===== src/hdl/csvs_pkg.sv =====
`timescale 1ns / 1ps
// ----------------------------------------------------------------------------
// csvs_pkg
// Shared types and character codes for the CSV field and record splitter.
// ----------------------------------------------------------------------------
package csvs_pkg;

    localparam logic [7:0] CH_QUOTE = 8'h22;
    localparam logic [7:0] CH_COMMA = 8'h2C;
    localparam logic [7:0] CH_CR    = 8'h0D;
    localparam logic [7:0] CH_LF    = 8'h0A;

    localparam int unsigned MAX_EVENTS = 3;

    typedef enum logic [6:0] {
        PH_REC_START   = 7'b0000001,
        PH_FIELD_START = 7'b0000010,
        PH_UNQUOTED    = 7'b0000100,
        PH_QUOTED      = 7'b0001000,
        PH_QUOTE_SEEN  = 7'b0010000,
        PH_CR_SEEN     = 7'b0100000,
        PH_ERROR       = 7'b1000000
    } phase_t;

    typedef enum logic [1:0] {
        EV_CONTENT    = 2'd0,
        EV_FIELD_END  = 2'd1,
        EV_RECORD_END = 2'd2,
        EV_ERROR      = 2'd3
    } ev_kind_t;

    typedef struct packed {
        ev_kind_t    kind;
        logic [7:0]  data;
    } event_t;

    typedef struct packed {
        logic [1:0]                   count;
        event_t [MAX_EVENTS-1:0]      ev;
    } bundle_t;

endpackage


===== src/hdl/csvs_step.sv =====
`timescale 1ns / 1ps
// ----------------------------------------------------------------------------
// csvs_step
// Parse one text byte against the current phase; produce up to three events
// and the next phase.
// ----------------------------------------------------------------------------
module csvs_step
    import csvs_pkg::*;
(
    input  phase_t      phase,
    input  logic [7:0]  text_byte,
    input  logic        end_of_input,
    output bundle_t     bundle,
    output phase_t      phase_next
);

    logic   err;
    logic   idle;
    phase_t ph;

    always_comb
    begin
        bundle = '0;
        err    = 1'b0;
        idle   = 1'b0;
        ph     = phase;
        case (phase)
            PH_REC_START, PH_FIELD_START, PH_UNQUOTED:
            begin
                if (text_byte == CH_QUOTE)
                begin
                    if (phase == PH_UNQUOTED)
                    begin
                        err = 1'b1;
                    end
                    else
                    begin
                        ph = PH_QUOTED;
                    end
                end
                else if (text_byte == CH_COMMA)
                begin
                    bundle.ev[0].kind = EV_FIELD_END;
                    bundle.count      = 2'd1;
                    ph                = PH_FIELD_START;
                end
                else if (text_byte == CH_CR)
                begin
                    ph = PH_CR_SEEN;
                end
                else if (text_byte == CH_LF)
                begin
                    bundle.ev[0].kind = EV_FIELD_END;
                    bundle.ev[1].kind = EV_RECORD_END;
                    bundle.count      = 2'd2;
                    ph                = PH_REC_START;
                end
                else
                begin
                    bundle.ev[0].kind = EV_CONTENT;
                    bundle.ev[0].data = text_byte;
                    bundle.count      = 2'd1;
                    ph                = PH_UNQUOTED;
                end
            end
            PH_QUOTED:
            begin
                if (text_byte == CH_QUOTE)
                begin
                    ph = PH_QUOTE_SEEN;
                end
                else
                begin
                    bundle.ev[0].kind = EV_CONTENT;
                    bundle.ev[0].data = text_byte;
                    bundle.count      = 2'd1;
                end
            end
            PH_QUOTE_SEEN:
            begin
                if (text_byte == CH_QUOTE)
                begin
                    bundle.ev[0].kind = EV_CONTENT;
                    bundle.ev[0].data = CH_QUOTE;
                    bundle.count      = 2'd1;
                    ph                = PH_QUOTED;
                end
                else if (text_byte == CH_COMMA)
                begin
                    bundle.ev[0].kind = EV_FIELD_END;
                    bundle.count      = 2'd1;
                    ph                = PH_FIELD_START;
                end
                else if (text_byte == CH_CR)
                begin
                    ph = PH_CR_SEEN;
                end
                else if (text_byte == CH_LF)
                begin
                    bundle.ev[0].kind = EV_FIELD_END;
                    bundle.ev[1].kind = EV_RECORD_END;
                    bundle.count      = 2'd2;
                    ph                = PH_REC_START;
                end
                else
                begin
                    err = 1'b1;
                end
            end
            PH_CR_SEEN:
            begin
                if (text_byte == CH_LF)
                begin
                    bundle.ev[0].kind = EV_FIELD_END;
                    bundle.ev[1].kind = EV_RECORD_END;
                    bundle.count      = 2'd2;
                    ph                = PH_REC_START;
                end
                else
                begin
                    err = 1'b1;
                end
            end
            default:
            begin
                idle = 1'b1;
            end
        endcase

        // close the open field and record at the end of the text
        if (!idle && !err && end_of_input)
        begin
            if (ph inside {PH_FIELD_START, PH_UNQUOTED, PH_QUOTE_SEEN})
            begin
                if (bundle.count == 2'd0)
                begin
                    bundle.ev[0].kind = EV_FIELD_END;
                    bundle.ev[1].kind = EV_RECORD_END;
                    bundle.count      = 2'd2;
                end
                else
                begin
                    bundle.ev[1].kind = EV_FIELD_END;
                    bundle.ev[2].kind = EV_RECORD_END;
                    bundle.count      = 2'd3;
                end
            end
            else if (ph inside {PH_QUOTED, PH_CR_SEEN})
            begin
                err = 1'b1;
            end
        end

        if (err)
        begin
            bundle            = '0;
            bundle.ev[0].kind = EV_ERROR;
            bundle.count      = 2'd1;
            ph                = PH_ERROR;
        end

        if (end_of_input)
        begin
            ph = PH_REC_START;
        end
        phase_next = ph;
    end

endmodule


===== src/hdl/csv_field_record_splitter_core.sv =====
`timescale 1ns / 1ps
// ----------------------------------------------------------------------------
// csv_field_record_splitter_core
// Streaming CSV splitter: text bytes in, content, field-end, record-end and
// error events out.
// ----------------------------------------------------------------------------
// A text byte enters an input register and is parsed from there once the
// result register is empty or giving out its last event; its events (zero to
// three) land together in the result register, which hands out one event per
// cycle while out_ready is high. The next byte waits in the input register
// until the single result register has drained every event of the byte
// before. run_last marks the final event of each byte; bytes that give no
// event produce no output.
module csv_field_record_splitter_core
    import csvs_pkg::*;
(
    input  logic        clk,
    input  logic        rst_n,
    input  logic        in_valid,
    output logic        in_ready,
    input  logic [7:0]  text_byte,
    input  logic        end_of_input,
    output logic        out_valid,
    input  logic        out_ready,
    output logic [1:0]  event_kind,
    output logic [7:0]  content_byte,
    output logic        run_last
);

    logic        in_valid_reg;
    logic [7:0]  byte_reg;
    logic        last_reg;
    phase_t      phase_reg;
    phase_t      phase_next;
    bundle_t     step_bundle;
    bundle_t     bundle_reg;
    logic        out_valid_reg;
    logic [1:0]  pos_reg;

    logic        pos_last;
    logic        drain;
    logic        advance;
    logic        load;
    event_t      cur_event;

    csvs_step u_step
    (
        .phase        (phase_reg),
        .text_byte    (byte_reg),
        .end_of_input (last_reg),
        .bundle       (step_bundle),
        .phase_next   (phase_next)
    );

    assign pos_last  = (pos_reg == (bundle_reg.count - 2'd1));
    assign drain     = out_valid_reg && out_ready && pos_last;
    assign advance   = in_valid_reg && (!out_valid_reg || drain);
    assign load      = advance && (step_bundle.count != 2'd0);
    assign in_ready  = !in_valid_reg || advance;

    assign cur_event    = bundle_reg.ev[pos_reg];
    assign out_valid    = out_valid_reg;
    assign event_kind   = cur_event.kind;
    assign content_byte = cur_event.data;
    assign run_last     = pos_last;

    always_ff @(posedge clk or negedge rst_n)
    begin
        if (!rst_n)
        begin
            in_valid_reg  <= 1'b0;
            phase_reg     <= PH_REC_START;
            out_valid_reg <= 1'b0;
            pos_reg       <= 2'd0;
        end
        else
        begin
            if (in_ready)
            begin
                in_valid_reg <= in_valid;
            end
            if (advance)
            begin
                phase_reg <= phase_next;
            end
            if (load)
            begin
                out_valid_reg <= 1'b1;
                pos_reg       <= 2'd0;
            end
            else if (drain)
            begin
                out_valid_reg <= 1'b0;
            end
            else if (out_valid_reg && out_ready)
            begin
                pos_reg <= pos_reg + 2'd1;
            end
        end
    end

    always_ff @(posedge clk)
    begin
        if (in_valid && in_ready)
        begin
            byte_reg <= text_byte;
            last_reg <= end_of_input;
        end
        if (load)
        begin
            bundle_reg <= step_bundle;
        end
    end

    a_pos_in_range: assert property (@(posedge clk) disable iff (!rst_n)
        out_valid_reg |-> (pos_reg < bundle_reg.count))
        else $error("result position beyond bundle count");

    a_error_alone: assert property (@(posedge clk) disable iff (!rst_n)
        (out_valid_reg && (event_kind == EV_ERROR)) |-> (run_last && (pos_reg == 2'd0)))
        else $error("error event not reported alone");

    a_phase_hold: assert property (@(posedge clk) disable iff (!rst_n)
        !advance |=> $stable(phase_reg))
        else $error("phase changed without a parsed request");

    a_restart: assert property (@(posedge clk) disable iff (!rst_n)
        (advance && last_reg) |=> (phase_reg == PH_REC_START))
        else $error("phase not back at record start after final byte");

endmodule

===== config.mk =====
export PLATFORM = sky130hd
export DESIGN_NAME = csv_field_record_splitter_core
export DESIGN_NICKNAME = d
export VERILOG_FILES = /design/src/hdl/csvs_pkg.sv /design/src/hdl/csvs_step.sv /design/src/hdl/csv_field_record_splitter_core.sv
export SDC_FILE = /design/constraint.sdc
export NUM_CORES = 1
export LEC_CHECK = 0
export BUFFER_PORTS_ARGS = -buffer_cell sky130_fd_sc_hd__buf_4
export CAP_MARGIN = 15
export CORE_AREA = 2 2 82 84
export DETAILED_ROUTE_END_ITERATION = 12
export DIE_AREA = 0 0 84 86
export HOLD_SLACK_MARGIN = 0.02
export PLACE_DENSITY = 0.6
export SETUP_SLACK_MARGIN = 0.2
export SYNTH_ARGS = -nofsm -noshare
export SYNTH_HDL_FRONTEND = slang
export SYNTH_SLANG_ARGS = --single-unit
export TNS_END_PERCENT = 10

===== constraint.sdc =====
create_clock -name clk -period 3.44 [get_ports clk]
set_input_delay 0.344 -clock clk [delete_from_list [all_inputs] [get_ports clk]]
set_output_delay 0.344 -clock clk [all_outputs]
set_load 0.01 [all_outputs]

* Word-level counts from Yosys, hierarchy flattened
Index checks and enable logic that the tools add are counted.
W data, S select, Z words.
** Storage, ports and cells
- Bits in registers :: 52
- Bits of input ports :: 13
- Logic and storage cells :: 125
- Output and inout port bits :: 13
** Cells by class
- Mux-type cells :: 67
- Reductions and logical operators :: 23
- Eq/ne operators :: 17
- Add/subtract/negate cells :: 2
- Bitwise operators :: 2
- Order comparisons :: 1
** Operator list (count)
- $mux W7 :: 11
- $mux W2 :: 24
- $mux W32 :: 1
- $mux W10 :: 3
- $pmux W7 S4 :: 1
- $mux W8 :: 3
- $pmux W8 S3 :: 1
- $bmux W10 S2 :: 1
- $eq A8 B4 Y1 const B :: 2
- $eq A8 B6 Y1 const B :: 2
- $pmux W2 S4 :: 2
- $eq A7 B2 Y1 const B :: 2
- $eq A7 B3 Y1 const B :: 2
- $eq A7 B4 Y1 const B :: 2
- $eq A7 B5 Y1 const B :: 2
- $eq A7 B6 Y1 const B :: 2
- $mux W1 :: 14
- $mux W4 :: 2
- $reduce_bool A2 Y1 :: 4
- $eq A7 B1 Y1 const B :: 1
- $logic_and A1 B1 Y1 :: 7
- $mux W6 :: 1
- $reduce_or A3 Y1 :: 2
- $reduce_or A6 Y1 :: 1
- 15 further kinds :: 19

* Depth between registers and ports, before layout
- Word-level depth :: 16
- Mapped depth :: 8

* Modules after synthesis
From an unflattened synthesis, not the netlist that was laid out.
** Unflattened totals
- Cells, all modules :: 253
- Area total of the unflattened synthesis :: 2850.2 um^2
** By module, submodules not included
- csv_field_record_splitter_core :: cells an instance 119, times used 1, area an instance 1980.6 um^2
- csvs_step :: cells an instance 134, times used 1, area an instance 869.6 um^2

* Worst setup path after synthesis
No wires, ideal clock.
- Kind :: register to register
- Start point :: register byte_reg[4]
- End point :: register bundle_reg[0] (netlist name) (enable)
- Setup time :: 400 ps
- Cell stages (with the launch flop) :: 7
- Buffers on the path :: 1
- Data required time :: 3040 ps
- Setup slack :: 457 ps
- Arrival time :: 2583 ps
- Path through :: edfxtp_1 or3_1 buf_6 a211oi_2 o31a_2 o211ai_1 a31oi_1
** Between the ends
- Cells in the longest elaborated chain, start to end :: 14
- Elaborated cells on any way between the ends :: 50
- Classes of those cells :: eq/ne (9); mux (33); reduce/logical (8)
** RTL lines
- start, declared :: line csv_field_record_splitter_core.sv:31 : logic [7:0] byte_reg;
- start signal, assigned :: line csv_field_record_splitter_core.sv:106 : byte_reg <= text_byte;
- $eq A8 B4 Y1 :: line csvs_step.sv:51, csvs_step.sv:98, csvs_step.sv:112
- $mux W7 / $mux W3 (equally long branches) :: line csvs_step.sv:98, csvs_step.sv:112, csvs_step.sv:51
- $mux W7, on equally long branches :: line csvs_step.sv:94, csvs_step.sv:47
- $mux W7, on equally long branches :: line csvs_step.sv:88, csvs_step.sv:41
- $mux W7, on equally long branches :: line csvs_step.sv:81, csvs_step.sv:30
- $pmux W7 S4 :: line csvs_step.sv:27 : case (phase)
- $eq A7 B4 Y1 / $eq A7 B6 Y1 (equally long branches) :: line csvs_step.sv:148 : else if (ph inside {PH_QUOTED, PH_CR_SEEN})
- $reduce_bool A2 Y1 :: line csvs_step.sv:148
- $mux W1 :: line csvs_step.sv:148
- $mux W1 :: line csvs_step.sv:133 : if (ph inside {PH_FIELD_START, PH_UNQUOTED, PH_QUOTE_SEEN})
- $mux W1 :: line csvs_step.sv:131 : if (!idle && !err && end_of_input)
- $mux W32 (*) :: line csvs_step.sv:154 : if (err)
- $reduce_bool A2 Y1 (*) :: line csv_field_record_splitter_core.sv:58 : assign load = advance && (step_bundle.count != 2'd0);
- $logic_and A1 B1 Y1 (*) :: line csv_field_record_splitter_core.sv:58
- net load :: line csv_field_record_splitter_core.sv:43 : logic load;
- end signal, assigned :: line csv_field_record_splitter_core.sv:111 : bundle_reg <= step_bundle;
- end, declared :: line csv_field_record_splitter_core.sv:36 : bundle_t bundle_reg;
The timed path passes the listed nets; every way through them passes the cells marked *.
A chain may end at the register's enable or synchronous reset.

* Worst setup path after layout
- Start point :: register byte_reg[4]
- End point :: register bundle_reg[19] (netlist name) (data pin)
** Between the ends
- Cells in the longest elaborated chain, start to end :: 11
- Elaborated cells on any way between the ends :: 50
- Classes of those cells :: eq/ne (9); mux (35); reduce/logical (6)
** RTL lines (line)
- $eq A8 B4 Y1 :: csvs_step.sv:51, csvs_step.sv:98, csvs_step.sv:112
- $mux W7 / $mux W3 (equally long branches) :: csvs_step.sv:98, csvs_step.sv:112, csvs_step.sv:51
- $mux W7, on equally long branches :: csvs_step.sv:94, csvs_step.sv:47
- $mux W7, on equally long branches :: csvs_step.sv:88, csvs_step.sv:41
- $mux W7, on equally long branches :: csvs_step.sv:81, csvs_step.sv:30
- $pmux W7 S4 :: csvs_step.sv:27
- $eq A7 B4 Y1 / $eq A7 B6 Y1 (equally long branches) :: csvs_step.sv:148
- $reduce_bool A2 Y1 :: csvs_step.sv:148
- $mux W1 :: csvs_step.sv:148
- $mux W1 :: csvs_step.sv:133
- $mux W1 :: csvs_step.sv:131
Parallel ways exist; a longest one is shown, timed or not.

==> summary.md <==
| Metric | Value |
|---|---|
| Outcome | `complete, no violations` |
| Crit path kind | `reg -> reg` |
| Die Y | `86 µm` |
| Via/cell ratio | `5.32` |
| Pre-CTS setup slack | `0.629 ns` |
| Slowest cell on the critical path | `nor3_1` |
| Upper clock frequency limit | `345 MHz` |
| Crit Path Max Fanout | `9` |
| Final ANT Viol Nets | `0` |
| Via Count | `between 1500 and 2000` |
| Worst-path cell chain | `or3_1, nor3_1, o31a_2, o211a_1, nand4_1, mux2_2` |
| Asr flop ratio synth | `between 30% and 40%` |
| Area contributors post-synth | `edfxtp_1 33%, dfrtp_1 12%, and2_1 3.8%, nor2_1 2.8%, o31ai_1 2.8%` |
| Post-route cell area | `0.00250 mm²` |
| Drt wl/cell | `between 10 and 15 µm` |
| Critical Path AT | `around 2.9 ns` |
| Die width | `84 µm` |
| Largest area contributor in the netlist | `edfxtp_1` |
| Top delay family on crit path | `simple AND/OR/NAND/NOR gates` |
| Min-delay worst type | `in -> reg` |
| Final WS setup | `between 0.5 and 0.6 ns` |
| Row cnt | `29` |
| Period utilisation layout | `84.4%` |
| Final setup vio count | `0` |
| Longest Clk Path Bufs | `2` |
| Most frequent cells in the layout | `29 x buf_4, 24 x edfxtp_1, 16 x nor2_1, 13 x and2_1` |
| Port bufs | `25` |
| Post-DP Area | `0.00241 mm²` |
| GPL Wtd Cong | `0.887` |
| Net count after synthesis | `approximately 230` |
| ANT cells | `0` |
| Commonest non-fill, non-tap cell in the layout | `buf_4` |
| Iteration-0 DRC Markers | `95` |
| First-pass GRT wire length | `approximately 8000 µm` |
| Lkg Pwr | `slightly below 1 nW` |
| Clk sinks | `35` |
| Layout area overhead | `16.1%` |
| Final hold violations | `0` |
| Clk pin slew, worst setup/hold paths | `0.07 ns` |
| Ys flop type | `edfxtp_1` |
| Peak supply drop | `~0.00034 V` |
| CP startpoint kind | `flip-flop` |
| Slowest stage delay, CP | `0.55 ns` |
| Buffers plus inverters on the worst setup path | `0` |
| Register bit total from synthesis | `35` |
| Grt total ovfl | `0` |
| Largest net degree at the start of global routing | `18` |
| Remaining DRCs | `0` |
| Share of layout cells above drive strength 1 | `about 19%` |
| CTS buffer count | `5` |
| Max-slew violation count | `0` |
| CTS root buf | `clkbuf_8` |
| Worst Skew | `0.00544 ns` |
| Syn avg cell area | `10.1 µm²` |
| Dpl hpwl | `3590 µm` |
| Htree depth | `2` |
| Clock latency on the worst-skew pair | `~0.28 ns` |
| # IOs | `26` |
| Post-Syn Area | `around 0.0022 mm²` |
| Final core occ | `39.8%` |
| Number of flip-flops under the largest register name | `15` |
| Vias in the first global route | `1583` |
| Yosys top cell area share | `about 33%` |
| Synth warn | `0` |
| CP required | `3.47 ns` |
| Initial Utilization | `34.3%` |
| Unique masters post-synth | `56` |
| Post-route minimum period | `~2.9 ns` |
| CTS tree | `built` |
| Slew @ Worst Pin | `0.701 ns` |
| Full die area | `0.00722 mm²` |
| # Max-Cap Violations | `0` |
| Final TNS setup | `0 ns` |
| CP Capture Type | `flip-flop` |
| Drt first pass iters | `4` |
| Max_slew headroom | `53.0%` |
| CORE AREA | `0.00628 mm²` |
| Total Wirelength | `around 4700 µm` |
| Total global-route track usage | `13.7%` |
| Post-synth EDFFs | `24` |
| Power Dens Cells | `~800 mW/mm²` |
| Seq/Total Area, Yosys | `46.3%` |
| Antenna violations before repair | `0` |
| Hold_ws | `0.235 ns` |
| Cells after synthesis | `213` |
| RSZ-0062 raised after global routing | `no` |
| Final #Nets | `250` |
## cells by family (layout without fill, tap and decap cells)
logic type | after synthesis | in the layout | synth area share (%)
AO/OA/AOI/OAI | 54 | 54 | 19.0
multiplexers | 4 | 4 | 1.92
AND/OR/NAND/NOR | 89 | 89 | 24.2
buffers and inverters | 21 | 46 | 4.13
flip-flops | 35 | 35 | 46.3
XOR/XNOR | 10 | 10 | 4.42
## worst paths after layout
check	startpoint	end	slack, ns	cells after the start
max in group asynchronous	rst_n	phase_reg[0]	2.79	2
min in group asynchronous	rst_n	phase_reg[1]	0.43	2
max reg2reg	byte_reg[4]	bundle_reg[19]	0.54	6
max	byte_reg[4]	bundle_reg[19]	0.54	6
min	text_byte[3]	byte_reg[3]	0.24	1
min reg2reg	in_valid_reg	out_valid	0.54	1
## per-layer routing
layer | global-route usage (%) | share of wire [%]
met5 | 0 | 0
met4 | 6.01 | 2.3
met3 | 2.79 | 4.9
met2 | 20.3 | 44
met1 | 19.3 | 49
## metrics by stage
stage,total power [mW],std cells
2_1_floorplan,1.41,213
3_3_place_gp,1.73,306
3_5_place_dp,1.74,306
4_1_cts,2.02,315
5_1_grt,2.17,315
6_report,2.00,315
## cells in the mapped netlist (3+ instances only)
library cell  count
a2111oi_1         4
a211oi_1          3
a21o_1            3
a21oi_1           3
and2_1           13
clkbuf_1          9
dfrtp_1          10
edfxtp_1         24
inv_1             8
mux2i_1           3
nand2_1          10
nand2b_1          5
nand3_1           5
nand3b_1          4
nor2_1           16
nor2b_1           3
nor3_1            9
nor3b_1           3
nor4_1            5
o211ai_1          3
o21a_1            4
o21ai_0           9
o31ai_1           8
xnor2_1           4
xor2_1            5
## cell type report
class	instances	area, µm²
tap	77	96.3
sequential	35	997
clock inverter	2	8.76
multi-input combinational	157	1070
clock buffer	6	72.6
inverter	8	30.0
fill	639	3780
timing repair buffer	30	228
## report_power, final
part,total (mW),internal [mW],switching (mW)
Sequential,0.761,0.641,0.121
Combinational,0.965,0.423,0.542
Clock,0.278,0.139,0.139
Total,2.00,1.20,0.801
## what timing repair did
action	4_1_cts	5_1_grt
endpoints found under the hold margin	10	0
hold buffers	1	0
gates resized for setup	0	0
setup buffers	0	0
setup endpoints to repair	0	0
No activity file was read; power rests on OpenSTA's default activity.
